==> config.mk <==
export PLATFORM = sky130hd
export DESIGN_NAME = krsm_cmp
export DESIGN_NICKNAME = d
export VERILOG_FILES = /design/src/rtl/keyed_record_space_manager_top_macros.svh /design/src/rtl/krsm_pkg.sv /design/src/rtl/krsm_cmp.sv
export SDC_FILE = /design/constraint.sdc
export NUM_CORES = 1
export LEC_CHECK = 0
export BUFFER_PORTS_ARGS = -buffer_cell sky130_fd_sc_hd__buf_2
export CAP_MARGIN = 40
export CORE_MARGIN = 2
export CORE_UTILIZATION = 45
export DETAILED_ROUTE_END_ITERATION = 7
export GPL_TIMING_DRIVEN = 1
export MAX_ROUTING_LAYER = met4
export PLACE_DENSITY = 0.95
export SLEW_MARGIN = 15
export SYNTH_ARGS = -nofsm -noshare
export SYNTH_HDL_FRONTEND = slang
export SYNTH_SLANG_ARGS = --single-unit
export TNS_END_PERCENT = 50
==> constraint.sdc <==
create_clock -name vclk -period 6.62
set_clock_uncertainty 0.1 [all_clocks]
set_input_delay 1.324 -clock vclk [all_inputs]
set_output_delay 1.324 -clock vclk [all_outputs]
set_load 0.02 [all_outputs]
==> src/rtl/keyed_record_space_manager_top_macros.svh <==
// ----------------------------------------------------------------------------
// Keyed record space manager assertion macros
// Concurrent assertion helpers shared by the RTL; ASSERT_OFF removes them.
// ----------------------------------------------------------------------------
`ifndef KEYED_RECORD_SPACE_MANAGER_TOP_MACROS_SVH
`define KEYED_RECORD_SPACE_MANAGER_TOP_MACROS_SVH
`ifndef ASSERT_OFF
`define KRSM_ASSERT_NEVER(label, clk, rst, cond) \
   label: assert property (@(posedge clk) disable iff (rst) !(cond)) \
      else $error("assertion failed: condition must never hold");
`define KRSM_ASSERT_IMPLY(label, clk, rst, ante, cons) \
   label: assert property (@(posedge clk) disable iff (rst) (ante) |-> (cons)) \
      else $error("assertion failed: implication violated");
`else
`define KRSM_ASSERT_NEVER(label, clk, rst, cond)
`define KRSM_ASSERT_IMPLY(label, clk, rst, ante, cons)
`endif
`endif

==> src/rtl/krsm_pkg.sv <==
// ----------------------------------------------------------------------------
// Keyed record space manager package
// Request, status and policy codes, sequencer states and compare unit types.
// ----------------------------------------------------------------------------
package krsm_pkg;

   localparam logic [1:0] REQ_ADD  = 2'd0;
   localparam logic [1:0] REQ_FIND = 2'd1;
   localparam logic [1:0] REQ_DEL  = 2'd2;

   localparam logic [1:0] FIT_FIRST = 2'd0;
   localparam logic [1:0] FIT_BEST  = 2'd1;
   localparam logic [1:0] FIT_WORST = 2'd2;

   localparam logic [1:0] ST_OK       = 2'd0;
   localparam logic [1:0] ST_EXISTS   = 2'd1;
   localparam logic [1:0] ST_NOTFOUND = 2'd2;
   localparam logic [1:0] ST_FULL     = 2'd3;

   // Every stored record carries a four byte header ahead of its payload.
   localparam logic [11:0] HDR_BYTES = 12'd4;

   typedef enum logic [4:0] {
      S_IDLE, S_FIND_RD, S_FIND_CMP, S_DISPATCH, S_HS_RD, S_HS_CMP,
      S_HD_RD, S_HD_WR, S_PUSH, S_SO_OUT, S_SO_KEY, S_SO_RD, S_SO_CMP,
      S_IS_RD, S_IS_WR, S_ID_RD, S_ID_WR, S_RESP
   } seq_state_type;

   typedef enum logic [1:0] {
      CMP_KEY, CMP_FIT, CMP_ORDER
   } cmp_op_type;

   typedef struct packed {
      logic eq;
      logic hit;
   } cmp_res_type;

endpackage

==> src/rtl/krsm_cmp.sv <==
// ----------------------------------------------------------------------------
// Keyed record space manager compare unit
// Shared comparator for key search, hole fit and hole ordering.
// ----------------------------------------------------------------------------
module krsm_cmp #(
   parameter int OFFSET_BITS = 32
) (
   input  krsm_pkg::cmp_op_type  op,
   input  logic [1:0]            policy,
   input  logic signed [31:0]    a_key,
   input  logic signed [31:0]    b_key,
   input  logic [11:0]           a_size,
   input  logic [11:0]           b_size,
   input  logic [OFFSET_BITS-1:0] a_off,
   input  logic [OFFSET_BITS-1:0] b_off,
   output krsm_pkg::cmp_res_type res
);
   import krsm_pkg::*;

   always_comb begin
      res = '0;
      case (op)
         CMP_KEY: begin
            res.eq  = (a_key == b_key);
            res.hit = (a_key > b_key);
         end
         CMP_FIT: begin
            res.hit = (a_size >= b_size);
         end
         CMP_ORDER: begin
            // Hole a goes before hole b; equal sizes order by offset.
            if (a_size == b_size) begin
               res.hit = (a_off < b_off);
            end else if (policy == FIT_BEST) begin
               res.hit = (a_size < b_size);
            end else begin
               res.hit = (a_size > b_size);
            end
         end
         default: begin
            res = '0;
         end
      endcase
   end
endmodule

==> reports/metrics.yaml <==
run_status:
  status: "finished clean"
setup_path:
  slowest_delay_ns: 0.51
  worstPathMaxFanout: 3
  worstSetupEndpointType: "primary output"
  cp_slowest_cell: "a2111oi_0"
  worstSetupPathType: "in2out"
  cp_num_buf_inv: 2
  worst_setup_path_start_kind: "input pin"
  cp_cell_sequence: "buf_2 -> ha_1 -> and4_1 -> o21ai_0 -> nor4_1 -> o31ai_1 -> a2111oi_0 -> o21ai_0 -> or3_1 -> buf_2"
  worst_ep_required_time_ns: 5.20
  cp_top_family: "compound AO/OA/AOI/OAI gates"
  arrival_ns: 3.50
power:
  cellLeakagePower_nw: 1.849
  p_total_mw: 0.1485
  max-vdd-ir-drop_v: 0.00002984
  powerDensity_nw_per_um2: 53.06
timing:
  drv_slew: 0
  fin_crit_sh: 0.7442
  worst_slew_pin_slew_ns: 0.4909
  maxSlewHeadroom: 0.6642
  min_period_ns: 4.927
  fin_setup_tns_ns: 0
  fmax_mhz: 203.0
  grt_setup_unrepaired: "no"
  hold_viol_final: 0
  setup-violations-final: 0
drt:
  drt_iter0_markers: 61
  ant_nets: 0
  post_drt_wl_per_cell_um: 11.66
  vias_per_cell: 5.025
  drc: 0
  wirelength_mm: 5.584
  drt_pre_antenna_iters: 4
  vias: 2407
finish:
  drive_above_1_share: 0.3753
  finalNonFillerCells: 479
  nFlopsAndLatches: 0
  layout.nets: 662
  n_clock_buffer: 0
  postLayoutCoreUtil: 0.6849
  antenna-diode-count: 0
  regArea_um2: 0
  area_delta_synth_final_pct: 43.86
grt:
  grt_usage: 0.2306
  busiest_layer: "met2"
  grt_overflow: 0
  grt_first_pass_wirelength_mm: 9.473
  antenna_found_initial: 0
  grt_use_met1: 0.2403
  grt_use_met2: 0.4744
  grt_max_degree: 6
  grt_pass1_vias: 2435
  grtUsageMet3: 0.01599
synth:
  synth_area_leaders: "ha_1 (48%), inv_1 (15%), a21oi_1 (7.2%), nand4_1 (4.5%), a21o_1 (2.7%)"
  yosysUniqueCellTypes: 34
  synthCells: 271
  avgSynthCellArea_um2: 7.179
  yosysWarnings: 0
  synth_area_um2: 1946
  yosysMostFrequentCell: "inv_1"
  yosys-top-cells-count: "inv_1 (78), ha_1 (75), a21oi_1 (28), nand4_1 (14), nand2_1 (10)"
  yosysTopAreaCell: "ha_1"
  yosysSeqAreaShare: 0
  synth_top_area_frac: 0.4823
  synth_nets: 502
floorplanning:
  die_w_um: 69.76
  die_h_um: 69.76
  die-area_um2: 4866
  io_pins: 158
  start_util: 0.4761
  core-area_um2: 4086
  rows: 23
clocking:
  cts_resized: 0
  cts_hold_buf: 0
  postCtsSetupBuffers: 0
placement:
  dp_hpwl_mm: 5.330
  io_buffers: 158
  gp_congestion: 0.8452
  placedCellCount: 479
flow_run:
  cap_violations: 0
hold_path:
  hp-class: "in2out"
## worst min-delay path, stage by stage
cell and delay (ns):
buf_2 0.12, nor3_1 0.05, buf_2 0.15
## report_power, final
part / internal [mW] / switching, mW
Combinational: 0.0797 / 0.0688
Sequential: 0 / 0
Clock: 0 / 0
Total: 0.0797 / 0.0688
## routing by layer
layer,share of wire,wire (um)
met5,0,0
met4,0.019,106
met3,0.057,316
met2,0.54,2993
met1,0.39,2167
## per-stage QoR
stage | area, um^2 | setup WS, ns | hold slack [ns]
after floorplan | 1946 | 2.095 | 2.631
after global placement | 2799 | 1.760 | 2.864
after detailed placement | 2799 | 1.588 | 2.871
after CTS | 2799 | 1.581 | 2.872
after global routing | 2799 | 1.476 | 2.906
final | 2799 | 1.693 | 2.873
## final timing paths
kind	slack, ns	end	from	cells after the start
setup / recovery	1.69	res[0]	a_off[7]	10
hold / removal	2.87	res[1]	op[1]	3
## area by class of cell
cell class	count	area [um^2]
Timing Repair Buffer	158	790.8
Tap cell	50	62.56
Multi-Input combinational cell	193	1653
Fill cell	354	1287
Inverter	78	292.8
## cell usage in the layout, fill, tap and decap left out
cell type  instances
buf_2            158
inv_1             78
ha_1              75
a21oi_1           28
nand4_1           14
nand2_1           10
nand3_1            9
o21ai_0            8
a21o_1             7
nor2b_1            6
nor3_1             5
nor2_1             3
a2111oi_0          3
and4_1             3
o211ai_1           2
nor4_2             1
a21boi_0           1
o311ai_1           1
o21a_1             1
o221ai_1           1
a2bb2oi_1          1
mux2i_1            1
a21oi_2            1
a211oi_1           1
or4_4              1
xnor2_1            1
nor4b_1            1
nand2b_1           1
nor4_1             1
o31ai_1            1
and2_0             1
a221o_1            1
nor4bb_1           1
o2111ai_1          1
or3_1              1
## kinds of logic (layout without fill, tap and decap cells)
logic type	Yosys count	count (layout)	synth area share
muxes	1	1	0.005145
adders and majority gates	75	75	0.4823
AOI/OAI and AO/OA	58	58	0.1839
xor gates and xnor gates	1	1	0.004502
buffers and inverters	78	236	0.1505
and+or+nand+nor	58	58	0.1736
No activity file was read; power rests on OpenSTA's default activity.
